## src/assert_macros.svh

```systemverilog
// Assertion macros for the RTL; included by life_automaton_torus.
// No dependencies; every macro samples on clock and is disabled in reset.
`ifndef ASSERT_MACROS_SVH
`define ASSERT_MACROS_SVH

// Same-cycle implication.
`define ASSERT_IMPL(label, ante, cons, msg) \
   label: assert property (@(posedge clock) disable iff (reset) (ante) |-> (cons)) \
      else $error(msg);

// Next-cycle implication.
`define ASSERT_NEXT(label, ante, cons, msg) \
   label: assert property (@(posedge clock) disable iff (reset) (ante) |=> (cons)) \
      else $error(msg);

`endif

```

## src/lat_pkg.sv

```systemverilog
// Types, request codes and helpers for the toroidal life automaton.
// No dependencies.
`timescale 1ns / 1ps

package lat_pkg;

   localparam int DIM_W = 11;

   localparam logic [1:0] REQ_LOAD = 2'd0;
   localparam logic [1:0] REQ_STEP = 2'd1;
   localparam logic [1:0] REQ_READ = 2'd2;

   localparam logic CSR_GRID_WIDTH  = 1'b0;
   localparam logic CSR_GRID_HEIGHT = 1'b1;

   localparam logic [7:0] LEVEL_ALIVE_LIMIT = 8'h80;

   typedef struct packed {
      logic [1:0] req_type;
      logic [5:0] col;
      logic [5:0] row;
      logic [7:0] pixel_level;
   } req_payload_type;

   typedef struct packed {
      logic cell_alive;
      logic coord_error;
   } rsp_payload_type;

   typedef struct packed {
      logic step;
      logic load;
      logic load_val;
   } cell_ctl_type;

   // A size of zero acts as one; above the maximum it acts as the maximum.
   function automatic logic [DIM_W-1:0] clamp_dim(input logic [6:0] v,
                                                  input logic [DIM_W-1:0] maxv);
      logic [DIM_W-1:0] ext;
      ext = {{(DIM_W-7){1'b0}}, v};
      if (ext == '0) return DIM_W'(1);
      if (ext > maxv) return maxv;
      return ext;
   endfunction

endpackage

```

## src/lat_row_cell.sv

```systemverilog
// One row of the grid: holds its cells and computes their next generation.
// Depends on lat_pkg; neighbor rows arrive from the adjacent cells of the chain.
`timescale 1ns / 1ps

module lat_row_cell #(
   parameter int MAX_COLS = 64
) (
   input  logic                       clock,
   input  logic                       reset,
   input  lat_pkg::cell_ctl_type      ctl,
   input  logic                       row_active,
   input  logic [lat_pkg::DIM_W-1:0]  width,
   input  logic [$clog2(MAX_COLS)-1:0] load_col,
   input  logic [MAX_COLS-1:0]        row_up,
   input  logic [MAX_COLS-1:0]        row_dn,
   output logic [MAX_COLS-1:0]        row_out
);

   localparam int CIW = $clog2(MAX_COLS);

   logic [MAX_COLS-1:0]       bits_ff;
   logic [MAX_COLS-1:0]       bits_in;
   logic [lat_pkg::DIM_W-1:0] wm1;
   logic [CIW-1:0]            last_col;

   assign wm1      = width - lat_pkg::DIM_W'(1);
   assign last_col = wm1[CIW-1:0];
   assign row_out  = bits_ff;

   for (genvar c = 0; c < MAX_COLS; c++) begin : g_col
      logic [CIW-1:0] li, ri;
      logic [7:0]     nb;
      logic [3:0]     cnt;
      logic           next_bit;
      logic           in_grid;

      // The left neighbor of column zero and the right neighbor of the last
      // column wrap to the other edge of the configured width.
      assign li = (c == 0) ? last_col : CIW'(c - 1);
      assign ri = (lat_pkg::DIM_W'(c) == wm1) ? '0 : CIW'(c + 1);
      assign nb = {row_up[li], row_up[CIW'(c)], row_up[ri], bits_ff[li], bits_ff[ri],
                   row_dn[li], row_dn[CIW'(c)], row_dn[ri]};
      assign cnt = 4'($countones(nb));
      assign next_bit = bits_ff[c] ? (cnt == 4'd2 || cnt == 4'd3) : (cnt == 4'd3);
      assign in_grid = row_active && (lat_pkg::DIM_W'(c) < width);

      always_comb begin
         bits_in[c] = bits_ff[c];
         if (ctl.step && in_grid) begin
            bits_in[c] = next_bit;
         end else if (ctl.load && load_col == CIW'(c)) begin
            bits_in[c] = ctl.load_val;
         end
      end
   end

   always_ff @(posedge clock) begin
      if (reset) begin
         bits_ff <= '0;
      end else begin
         bits_ff <= bits_in;
      end
   end

endmodule

```

## config.mk

```make
export PLATFORM = sky130hd
export DESIGN_NAME = lat_row_cell
export DESIGN_NICKNAME = d
export VERILOG_FILES = /design/src/assert_macros.svh /design/src/lat_pkg.sv /design/src/lat_row_cell.sv
export SDC_FILE = /design/constraint.sdc
export NUM_CORES = 1
export LEC_CHECK = 0
export BUFFER_PORTS_ARGS = -buffer_cell sky130_fd_sc_hd__buf_2
export CAP_MARGIN = 20
export CORE_ASPECT_RATIO = 1.75
export CORE_MARGIN = 2
export CORE_UTILIZATION = 59
export CTS_CLUSTER_SIZE = 30
export DETAILED_ROUTE_END_ITERATION = 12
export PLACE_DENSITY = 0.92
export SETUP_SLACK_MARGIN = 0.1
export SYNTH_ARGS = -nofsm -noshare
export SYNTH_HDL_FRONTEND = slang
export SYNTH_SLANG_ARGS = --single-unit
```

## constraint.sdc

```tcl
create_clock -name clock -period 19.5 [get_ports clock]
set_input_delay 0.975 -clock clock [delete_from_list [all_inputs] [get_ports clock]]
set_output_delay 0.975 -clock clock [all_outputs]
set_load 0.05 [all_outputs]
```

# After elaboration in Yosys (flattened, before gate mapping)
# Index checks and enable logic that the tools add are counted.
[totals] reg_bits=64 latchBits=0 ramBits=0 rom_bits=0 output_inout_bits=64 word_cells=1224 memories=0
[classes] add_sub_neg=225 n_mul=0 div_mod_pow=0 order_cmp=97 eq_ne=158 shift=0 mux=390 n_bitwise=0 n_reduce_logical=290
[op_table] cell="$bmux W1 S6" n=99
[op_table] cell="$lt A6 B11 Y1 const A" n=32
[op_table] cell="$mux W1" n=260
[op_table] cell="$add A1 B1 Y2" n=128
[op_table] cell="$eq A4 B2 Y1 const B" n=64
[op_table] cell="$add A2 B2 Y3" n=64
[op_table] cell="$eq A6 B6 Y1 const B" n=32
[op_table] cell="$logic_and A1 B1 Y1" n=192
[op_table] cell="$eq A5 B11 Y1 const A" n=16
[op_table] cell="$lt A5 B11 Y1 const A" n=16
[op_table] cell="$add A3 B3 Y4" n=32
[op_table] cell="$reduce_bool A2 Y1" n=64
[op_table] cell="$lt A5 B7 Y1 const B" n=16
[op_table] cell="$eq A6 B5 Y1 const B" n=16
[op_table] cell="$eq A4 B11 Y1 const A" n=8
[op_table] cell="$lt A4 B11 Y1 const A" n=8
[op_table] cell="$mux W5" n=16
[op_table] cell="$lt A4 B7 Y1 const B" n=8
[op_table] cell="$eq A6 B4 Y1 const B" n=8
[op_table] cell="$eq A3 B11 Y1 const A" n=4
[op_table] cell="$lt A3 B11 Y1 const A" n=4
[op_table] cell="$logic_or A1 B1 Y1" n=32
[op_table] cell="$mux W4" n=8
[op_table] cell="$lt A3 B7 Y1 const B" n=4
[op_table] cell="16 further kinds" n=29

# Depth between registers and ports, before layout
# Gate-level depths: netlist (run 1).
[depth] word_depth=12 depth_mapped=22 mapped_depth_nobuf=18

# Least setup slack after synthesis (run 1)
# No wires, ideal clock.
[synth_path] path_kind="input port to flip-flop" from="input port width[0] (netlist bit)" to="register bits_ff[0], in the netlist row_out[0]" arrival_time_ps=6745 t_required_ps=19429 path_slack_ps=12684 stages=21 n_path_buf=6 cell_sequence="buf_2 -> buf_2 -> buf_1 -> inv_1 -> ha_1 -> buf_1 -> buf_1 -> buf_1 -> mux4_2 -> o22ai_1 -> nor3_1 -> nor3_1 -> fa_1 -> fa_1 -> fa_1 -> inv_1 -> ha_1 -> fa_1 -> o21ai_0 -> o2111ai_1 -> a21oi_1"
[synth_via] elab_chain_cells=12 elab_cells_between_ends=31 cone_classes="8 x add/sub; 1 x order compare; 2 x eq/ne; 15 x mux; 5 x reduce/logical"
[synth_lines] item="from (decl)" line_no="lat_row_cell.sv:12" source="input logic [lat_pkg::DIM_W-1:0] width,"
[synth_lines] item="$sub A11 B1 Y11" line_no="lat_row_cell.sv:26" source="assign wm1 = width - lat_pkg::DIM_W'(1);"
[synth_lines] item="$logic_not A11 Y1" line_no="lat_row_cell.sv:40" source="assign ri = (lat_pkg::DIM_W'(c) == wm1) ? '0 : CIW'(c + 1);"
[synth_lines] item="$mux W1" line_no="lat_row_cell.sv:40"
[synth_lines] item="$bmux W1 S6, on equally long branches" line_no="lat_row_cell.sv:42, lat_row_cell.sv:41"
[synth_lines] item="$mux W1, on equally long branches" line_no="lat_row_cell.sv:42, lat_row_cell.sv:41"
[synth_lines] item="$add A1 B1 Y2 (not written as such)" line_no="lat_row_cell.sv:43" source="assign cnt = 4'($countones(nb));"
[synth_lines] item="$add A2 B2 Y3 (not written as such)" line_no="lat_row_cell.sv:43"
[synth_lines] item="$add A3 B3 Y4 (not written as such)" line_no="lat_row_cell.sv:43"
[synth_lines] item="$eq A4 B2 Y1" line_no="lat_row_cell.sv:44" source="assign next_bit = bits_ff[c] ? (cnt == 4'd2 || cnt == 4'd3) : (cnt == 4'd3);"
[synth_lines] item="$logic_or A1 B1 Y1" line_no="lat_row_cell.sv:44"
[synth_lines] item="$mux W1" line_no="lat_row_cell.sv:44"
[synth_lines] item="$mux W1" line_no="lat_row_cell.sv:49" source="if (ctl.step && in_grid) begin"
[synth_lines] item="to (signal assigned)" line_no="lat_row_cell.sv:61" source="bits_ff <= bits_in;"
[synth_lines] item="to (decl)" line_no="lat_row_cell.sv:21" source="logic [MAX_COLS-1:0] bits_ff;"
# Several ways; a longest one is shown, not always the timed one. The select of a mux whose other input is x is not followed.
# A chain may end at the register's enable or synchronous reset.

# Final worst setup path (run 1)
[layout_path] from="input port width[1] (netlist bit)" to="register bits_ff[0], in the netlist row_out[0]"
# Same word-level chain as after synthesis.

==> results of run 1 <==
-- cells by family (layout without fill, tap and decap cells) --
| family | Yosys count | after routing |
|---|---|---|
| AND/OR/NAND/NOR | 291 | 291 |
| multiplexers | 239 | 239 |
| adder cells (fa/ha/maj) | 230 | 230 |
| AO/OA/AOI/OAI | 229 | 229 |
| buffers and inverters | 165 | 355 |
| flip-flops | 64 | 64 |
| XOR/XNOR | 4 | 4 |
| other | 0 | 1 |
-- through the flow --
stage | utilization | hold slack (ns) | total power [uW]
after floorplan | - | 0.746 | 561
after global placement | 0.666 | 0.493 | 684
after detailed placement | 0.666 | 0.509 | 725
after CTS | 0.682 | 0.523 | 907
after global routing | 0.682 | 0.550 | 990
final | 0.682 | 0.520 | 917
-- path summary, 6_finish.rpt --
| path | startpoint | endpoint | slack (ns) |
|---|---|---|---|
| min | row_out[61] | row_out[61] | 0.52 |
| max | width[1] | row_out[0] | 13.25 |
| max reg2reg | row_out[8] | row_out[0] | 15.39 |
| min reg2reg | row_out[61] | row_out[61] | 0.52 |
-- routing by layer --
| metal | vias up | wire length (um) | share of wire |
|---|---|---|---|
| li1 | 4801 | - | - |
| met2 | 822 | 20300 | 0.49 |
| met3 | 280 | 4000 | 0.097 |
| met1 | 5532 | 13200 | 0.32 |
| met4 | 0 | 3840 | 0.093 |
| met5 | - | 0 | 0 |
-- power groups by stage --
stage / Combinational (uW) / Clock [uW] / Sequential (uW)
after global routing: 635 / 187 / 168
final: 568 / 183 / 167
after floorplan: 358 / 0 / 204
after global placement: 516 / 0 / 168
after CTS: 561 / 180 / 166
after detailed placement: 557 / 0 / 168
-- final cells by class --
class | count | area (sq um)
clock buffers | 11 | 243
repair buffers | 232 | 1210
diodes | 1 | 2.50
inverters | 107 | 402
multi-input cells | 993 | 9890
clock inverters | 5 | 80.1
flip-flops and latches | 64 | 1280
fillers | 1470 | 6240
well taps | 245 | 307
-- worst max-delay path: stages --
cell       delay [ns]
buf_2            0.25
inv_1            0.19
ha_2             0.77
buf_4            0.50
mux4_2           0.37
mux2_2           0.28
a21oi_1          0.15
a211oi_1         0.11
nor3_1           0.27
fa_1             0.48
fa_1             0.52
fa_1             0.55
inv_1            0.04
ha_1             0.21
fa_1             0.38
o21ai_0          0.19
o2111ai_1        0.14
a21oi_1          0.14
-- cells in the final DEF (no fill, tap or decap), drive strengths merged, types with 3 or more instances in the layout --
| cell | n |
|---|---|
| buf | 232 |
| fa | 128 |
| mux2i | 122 |
| inv | 105 |
| ha | 102 |
| nor2 | 89 |
| nand2 | 74 |
| a21oi | 73 |
| mux2 | 67 |
| dfxtp | 64 |
| o21ai | 64 |
| mux4 | 50 |
| nand3 | 45 |
| nor3 | 40 |
| o211ai | 28 |
| o22ai | 13 |
| nor2b | 11 |
| clkbuf | 11 |
| o2111ai | 10 |
| o221ai | 10 |
| nand2b | 6 |
| a21o | 6 |
| or2 | 5 |
| a31oi | 5 |
| or3 | 4 |
| xnor2 | 4 |
| a21boi | 4 |
| nand4 | 3 |
| o2bb2ai | 3 |
| or4b | 3 |
| clkinv | 3 |
==> results.py, run 1 <==
metrics = {
    "sta": {
        "fin_setup_tns_ns": 0,
        "finalSetupViolCount": 0,
        "finalCritPeriodShare": 0.321,
        "hold_viol_final": 0,
        "fin_crit_ns": 6.25,
        "fmax_mhz": 160,
        "slew_headroom": 0.256,
        "worst_pin_slew_ns": 1.11,
        "skew_ns": 0.00538,
        "grt_setup_unrepaired": "false",
        "layout_setup_ws_ns": 13.25,
        "finalMaxSlewViolations": 0,
    },
    "floorplan": {
        "rows": 68,
        "initial_core_util": 0.600,
        "die_width_um": 111,
        "die-area_sq_mm": 0.0212,
        "io_pins": 215,
        "die_h_um": 191,
        "fp.coreArea_sq_mm": 0.0197,
    },
    "drt": {
        "drtAntennaViolNets": 0,
        "vias_per_cell": 6.90,
        "totalWireLength_um": 41300,
        "wire_per_inst_um": 24.9,
        "dr.first_iter.drc_count": 1137,
        "first_pass_iters": 8,
        "drc": 0,
        "via_count": 11400,
    },
    "power_and_ir_drop": {
        "power.share.sequential": 0.182,
        "swShare": 0.463,
        "power.switching_uw": 425,
        "p_per_area_mw_per_mm2": 68.4,
        "peakVddDrop_v": 0.0000560,
        "leakagePower_uw": 0.00604,
        "combPwrFrac": 0.619,
        "pwr-share-clk": 0.199,
        "p_int_uw": 492,
    },
    "status": {
        "status": "completed",
    },
    "worst_hold_path": {
        "hold_depth": 2,
        "hold_class": "reg -> reg",
    },
    "synthesis": {
        "yosysSeqAreaShare": 0.109,
        "yosys.area_share.simple": 0.124,
        "synth_common_cells": "fa_1, mux2i_1, inv_1, ha_1, nor2_1",
        "synth-main-ff-cell": "dfxtp_1",
        "synthAdderAreaFrac": 0.326,
        "ys_ff_latch": 64,
        "syn-cell-area_sq_mm": 0.0118,
        "synth_xor_area_frac": 0.00297,
        "synth_top_area_share": 0.217,
        "synth_edf_count": 0,
        "synth_top_cell_by_area": "fa_1",
        "ys_warn_count": 0,
        "synth.distinct_cells": 60,
        "synthCells": 1222,
        "synth_mux_area_frac": 0.263,
        "async_flop_share": 0,
        "synth-compound-area-share": 0.123,
        "synth_fp_nets": 1603,
        "yosys.cell_count.top_type": "fa_1",
        "avgSynthCellArea_sq_um": 9.64,
        "synth_top_cells_by_area": "fa_1, dfxtp_1, ha_1",
        "synth_top_family_by_area": "adder cells",
    },
    "cts": {
        "cts_tree": "done",
        "numCtsBuffers": 9,
        "path_clk_slew_ns": 0.06,
        "cts_buffer_depth": 2,
        "post-cts-setup-buffers": 0,
        "cts_root_buffer": "clkbuf_16",
        "clock_latency_ns": 0.35,
        "cts_hold_buf": 0,
        "cts_max_level": 3,
        "cts_resized": 0,
        "cts_sinks": 64,
    },
    "global_routing": {
        "grt_use_total": 0.397,
        "use_met1": 0.431,
        "grt_max_degree": 65,
        "antenna_found_initial": 1,
        "grt_pass1_wl_um": 65300,
        "grt_util_met2": 0.669,
        "grt_pass1_vias": 12100,
        "grt.overflow.total": 0,
        "gr-usage-met3": 0.0907,
        "grt.busiest_layer": "met2",
    },
    "cells_and_area": {
        "finalNetCount": 1788,
        "drive_above_1_share": 0.272,
        "fin_cells": 1658,
        "largest_reg_flops": 64,
        "syn_to_final_growth_pct": 13.8,
        "design_area_sq_mm": 0.0134,
    },
    "worst_setup_path": {
        "reg2regPathDepth": 13,
        "crit_required_ns": 19.77,
        "cp_data_arrival_time_ns": 6.52,
        "critPathKind": "in -> reg",
        "endpoint_kind": "flip-flop",
        "worstPathMaxFanout": 28,
        "start_kind": "input port",
    },
    "placed_design": {
        "dp_cells": 1641,
        "hpwl_um": 31800,
        "place_area_sq_mm": 0.0131,
        "io_buffers": 214,
        "dp_slack_ns": 12.96,
        "gp_congestion": 1.06,
    },
    "job": {
        "cap_violations": 0,
    },
}
(Power assumes the default switching activity.)
==> inputs of run 2 (changes only) <==
- CORE_UTILIZATION: 59 -> 53
- PLACE_DENSITY: 0.92 -> 0.88
- clock period: 19.5 -> 5.58 ns (I/O delays scaled with it)
==> results.py, run 2 (synthesis results as in run 1) <==
metrics = {
    "global_routing": {
        "grt_use_total": 0.360,
        "grt_max_degree": 65,
        "grt.busiest_layer": "met2",
        "grt_pass1_wl_um": 64700,
        "grt.overflow.total": 0,
        "use_met1": 0.398,
        "gr-usage-met3": 0.0639,
        "grt_util_met2": 0.589,
        "grt_pass1_vias": 12100,
        "antenna_found_initial": 2,
    },
    "power_and_ir_drop": {
        "p_per_area_mw_per_mm2": 237,
        "leakagePower_uw": 0.00613,
        "peakVddDrop_v": 0.000149,
        "p_total_uw": 3230,
    },
    "drt": {
        "drtAntennaViolNets": 0,
        "first_pass_iters": 6,
        "totalWireLength_um": 41600,
        "vias_per_cell": 6.61,
        "drc": 0,
        "dr.first_iter.drc_count": 1096,
        "wire_per_inst_um": 24.1,
        "via_count": 11400,
    },
    "sta": {
        "finalCritPeriodShare": 0.901,
        "worst_pin_slew_ns": 1.19,
        "fin_crit_ns": 5.03,
        "grt_setup_unrepaired": "false",
        "finalSetupViolCount": 0,
        "hold_viol_final": 0,
        "fmax_mhz": 199,
        "finalMaxSlewViolations": 0,
        "slew_headroom": 0.198,
        "fin_setup_tns_ns": 0,
        "skew_ns": 0.00510,
    },
    "cells_and_area": {
        "largest_reg_flops": 64,
        "finalNetCount": 1805,
        "fin_cells": 1727,
        "final_common_cell": "buf_2",
        "final_cell_mix": "buf_2, fa_1, mux2i_1",
        "nFillCells": 1805,
        "drive_above_1_share": 0.281,
        "syn_to_final_growth_pct": 15.6,
    },
    "worst_setup_path": {
        "crit_required_ns": 5.85,
        "critPathKind": "in -> reg",
        "crit_buf_inv": 4,
        "endpoint_kind": "flip-flop",
        "worstPathMaxFanout": 14,
        "path_delay_family": "adder cells",
        "cp_data_arrival_time_ns": 5.30,
        "path_cells": "buf_2, inv_1, ha_1, nor4b_1, or4b_4, o32ai_4, o21ai_1, buf_4, nor3_2, mux2i_1, fa_1, inv_1, fa_1, ha_1, fa_1, o21ai_0, o211ai_1, mux2_2, nor2_1",
        "critPathSlowestCell": "or4b_4",
        "crit_path_frequent_cell": "fa_1",
        "max_stage_delay_ns": 0.57,
        "start_kind": "input port",
    },
    "placed_design": {
        "hpwl_um": 33200,
        "dp_cells": 1709,
        "io_buffers": 214,
        "gp_congestion": 1.07,
    },
    "floorplan": {
        "die-area_sq_mm": 0.0235,
        "fp.coreArea_sq_mm": 0.0220,
        "die_h_um": 201,
        "die_width_um": 117,
        "initial_core_util": 0.536,
        "rows": 72,
        "io_pins": 215,
    },
    "cts": {
        "cts_buffer_depth": 2,
        "clock_latency_ns": 0.34,
        "cts_sinks": 64,
        "cts_resized": 0,
        "cts_max_level": 3,
        "path_clk_slew_ns": 0.06,
        "post-cts-setup-buffers": 0,
        "cts_root_buffer": "clkbuf_16",
        "numCtsBuffers": 9,
        "cts_hold_buf": 0,
        "cts_tree": "done",
    },
    "worst_hold_path": {
        "hold_class": "in -> reg",
    },
    "job": {
        "cap_violations": 0,
    },
    "status": {
        "status": "completed",
    },
}
## run 2: cell count changes in the layout (fill, tap and decap cells not counted), sizes merged
cell	change
clkbuf	-1
clkinv	+1
buf	+17
diode	+1
## run 2: path summary, 6_finish.rpt
kind                    start           to  slack, ns  cells past startpoint
hold reg to reg   row_out[60]  row_out[60]       0.53                      2
setup / recovery     width[1]  row_out[13]       0.55                     19
hold / removal      row_dn[3]   row_out[4]       0.46                      4
setup reg to reg  row_out[11]   row_out[0]       1.41                     13
## run 2: area by class of cell
class,instances,area [sq um],share of cell area
Clock inverter,6,92.6,0.00680
Tap cell,296,370,0.0272
Inverter,107,402,0.0295
Clock buffer,10,239,0.0175
Antenna cell,2,5.00,0.000367
Sequential cell,64,1280,0.0941
Timing Repair Buffer,249,1340,0.0987
Multi-Input combinational cell,993,9890,0.726
## run 2: tightest hold or removal path, stage by stage
cell,delay (ns)
buf_2,0.14
ha_1,0.14
o2111ai_1,0.09
a21oi_1,0.11
## run 2: through the flow
stage / hold slack [ns] / setup WS (ns) / utilization / cell area, sq um
final: 0.462 / 0.554 / 0.620 / 13600
after global routing: 0.497 / 0.340 / 0.620 / 13600
after CTS: 0.459 / 0.649 / 0.619 / 13600
after detailed placement: 0.511 / 0.304 / 0.604 / 13300
after global placement: 0.495 / 0.450 / 0.603 / 13300
after floorplan: 0.592 / 0.109 / - / 11800
## run 2: per-layer routing
metal,share of wire,up-vias,routed length [um]
met5,0,-,0
met4,0.098,0,4090
met3,0.079,286,3300
met2,0.49,671,20200
met1,0.34,5620,14000
li1,-,4834,-
## run 2: report_power, final
| part | internal (uW) | total, uW | switching (uW) |
|---|---|---|---|
| Clock | 405 | 645 | 240 |
| Sequential | 501 | 580 | 79.1 |
| Combinational | 825 | 2000 | 1180 |
| Total | 1730 | 3230 | 1500 |
==> inputs of run 3 (changes only) <==
- GPL_ROUTABILITY_DRIVEN: not set -> 1
- REMOVE_ABC_BUFFERS: not set -> 1
==> results.py, run 3 (synthesis results as in run 1) <==
metrics = {
    "cts": {
        "path_clk_slew_ns": 0.06,
        "post-cts-setup-buffers": 0,
        "cts_resized": 0,
        "cts_hold_buf": 0,
        "cts_sinks": 64,
        "cts_buffer_depth": 2,
        "cts_tree": "done",
        "numCtsBuffers": 9,
        "cts_root_buffer": "clkbuf_16",
        "cts_max_level": 3,
        "clock_latency_ns": 0.35,
    },
    "cells_and_area": {
        "final_cell_mix": "buf_2, fa_1, mux2i_1",
        "syn_to_final_growth_pct": 15.4,
        "final_util": 0.619,
        "drive_above_1_share": 0.281,
        "finalNetCount": 1803,
        "nFillCells": 1888,
        "final_common_cell": "buf_2",
        "largest_reg_flops": 64,
    },
    "global_routing": {
        "grt.overflow.total": 0,
        "grt_use_total": 0.353,
        "grt_util_met2": 0.591,
        "gr-usage-met3": 0.0494,
        "grt_pass1_wl_um": 63600,
        "grt.busiest_layer": "met2",
        "use_met1": 0.399,
        "grt_max_degree": 65,
        "grt_pass1_vias": 11900,
        "antenna_found_initial": 1,
    },
    "worst_setup_path": {
        "critPathSlowestCell": "or4b_1",
        "reg2reg_to": "row_out[0]",
        "path_cells": "buf_2, inv_1, ha_1, or4b_1, nor4b_2, o21ai_2, nor3_2, mux2i_1, fa_1, inv_1, fa_1, ha_1, fa_1, o21ai_0, o211ai_1, mux2_2, nor2_1",
        "r2r_setup_slack_ns": 1.49,
        "crit_buf_inv": 3,
        "path_delay_family": "adder cells",
        "max_stage_delay_ns": 0.55,
        "crit_required_ns": 5.86,
        "worstPathMaxFanout": 14,
        "regToRegStartpoint": "row_out[19]",
        "cp_data_arrival_time_ns": 5.46,
        "reg2regPathDepth": 13,
        "critPathKind": "in -> reg",
        "endpoint_kind": "flip-flop",
        "crit_path_frequent_cell": "fa_1",
        "start_kind": "input port",
    },
    "power_and_ir_drop": {
        "p_per_area_mw_per_mm2": 235,
        "peakVddDrop_v": 0.000129,
        "leakagePower_uw": 0.00613,
    },
    "sta": {
        "fmax_mhz": 193,
        "skew_ns": 0.00875,
        "hold_viol_final": 0,
        "worst_pin_slew_ns": 1.21,
        "finalMaxSlewViolations": 0,
        "grt_setup_unrepaired": "false",
        "fin_crit_ns": 5.17,
        "finalCritPeriodShare": 0.927,
        "fin_setup_tns_ns": 0,
        "slew_headroom": 0.193,
        "finalSetupViolCount": 0,
    },
    "worst_hold_path": {
        "min_to": "row_out[4]",
        "hold_depth": 4,
        "hold_class": "in -> reg",
        "hold_start": "row_dn[3]",
    },
    "drt": {
        "drtAntennaViolNets": 0,
        "first_pass_iters": 6,
        "drc": 0,
        "vias_per_cell": 6.47,
        "via_count": 11100,
        "totalWireLength_um": 40900,
        "wire_per_inst_um": 23.7,
        "dr.first_iter.drc_count": 888,
    },
    "floorplan": {
        "die_h_um": 201,
        "rows": 72,
        "fp.coreArea_sq_mm": 0.0220,
        "initial_core_util": 0.536,
        "io_pins": 215,
        "die_width_um": 117,
        "die-area_sq_mm": 0.0235,
    },
    "placed_design": {
        "io_buffers": 214,
        "hpwl_um": 33100,
        "gp_congestion": 1.00,
    },
    "status": {
        "status": "completed",
    },
    "job": {
        "cap_violations": 0,
    },
}
-- run 3: worst max-delay path by stage --
stage / endpoint / from / cells past startpoint
4_1_cts: row_out[15] / width[1] / 17
3_5_place_dp: row_out[19] / width[1] / 17
5_1_grt: row_out[15] / width[1] / 17
2_1_floorplan: row_out[0] / width[1] / 16
6_report: row_out[15] / width[1] / 17
3_3_place_gp: row_out[19] / width[1] / 17
-- run 3: per-stage QoR --
stage / instances / power (uW) / setup slack (ns) / hold WS (ns) / cell area, sq um
finish: 1724 / 3200 / 0.406 / 0.455 / 13600
global route: 1724 / 3460 / 0.183 / 0.516 / 13600
floorplan: 1164 / 1920 / 0.0623 / 0.348 / 11600
CTS: 1722 / 3190 / 0.474 / 0.452 / 13600
global placement: 1705 / 2400 / 0.403 / 0.498 / 13300
detailed placement: 1706 / 2540 / 0.159 / 0.509 / 13300
-- run 3: power breakdown --
part	leakage (uW)	internal, uW	switching, uW	total [uW]
combinational	0.00545	821	1150	1970
sequential	0.000521	501	78.9	580
clock	0.000157	396	249	645
-- run 3: layout make-up --
class	instances	area (sq um)	area share
Clock buffer	9	225	0.0166
Inverter	107	402	0.0295
Sequential cell	64	1280	0.0942
Clock inverter	7	103	0.00754
Tap cell	296	370	0.0272
Timing Repair Buffer	247	1320	0.0972
Antenna cell	1	2.50	0.000184
Multi-Input combinational cell	993	9890	0.728
-- run 3: tightest hold or removal path: cells and delay by family --
| family | cells | cell delay [ns] |
|---|---|---|
| compound gates | 2 | 0.21 |
| fa+ha+maj | 1 | 0.15 |
| buf+inv | 1 | 0.13 |
-- run 3: per-layer routing --
metal,wire length [um],part of all wire,vias to the layer above
li1,-,-,4830
met1,13900,0.34,5419
met2,20400,0.50,655
met3,2800,0.068,244
met4,3760,0.092,0
met5,0,0,-
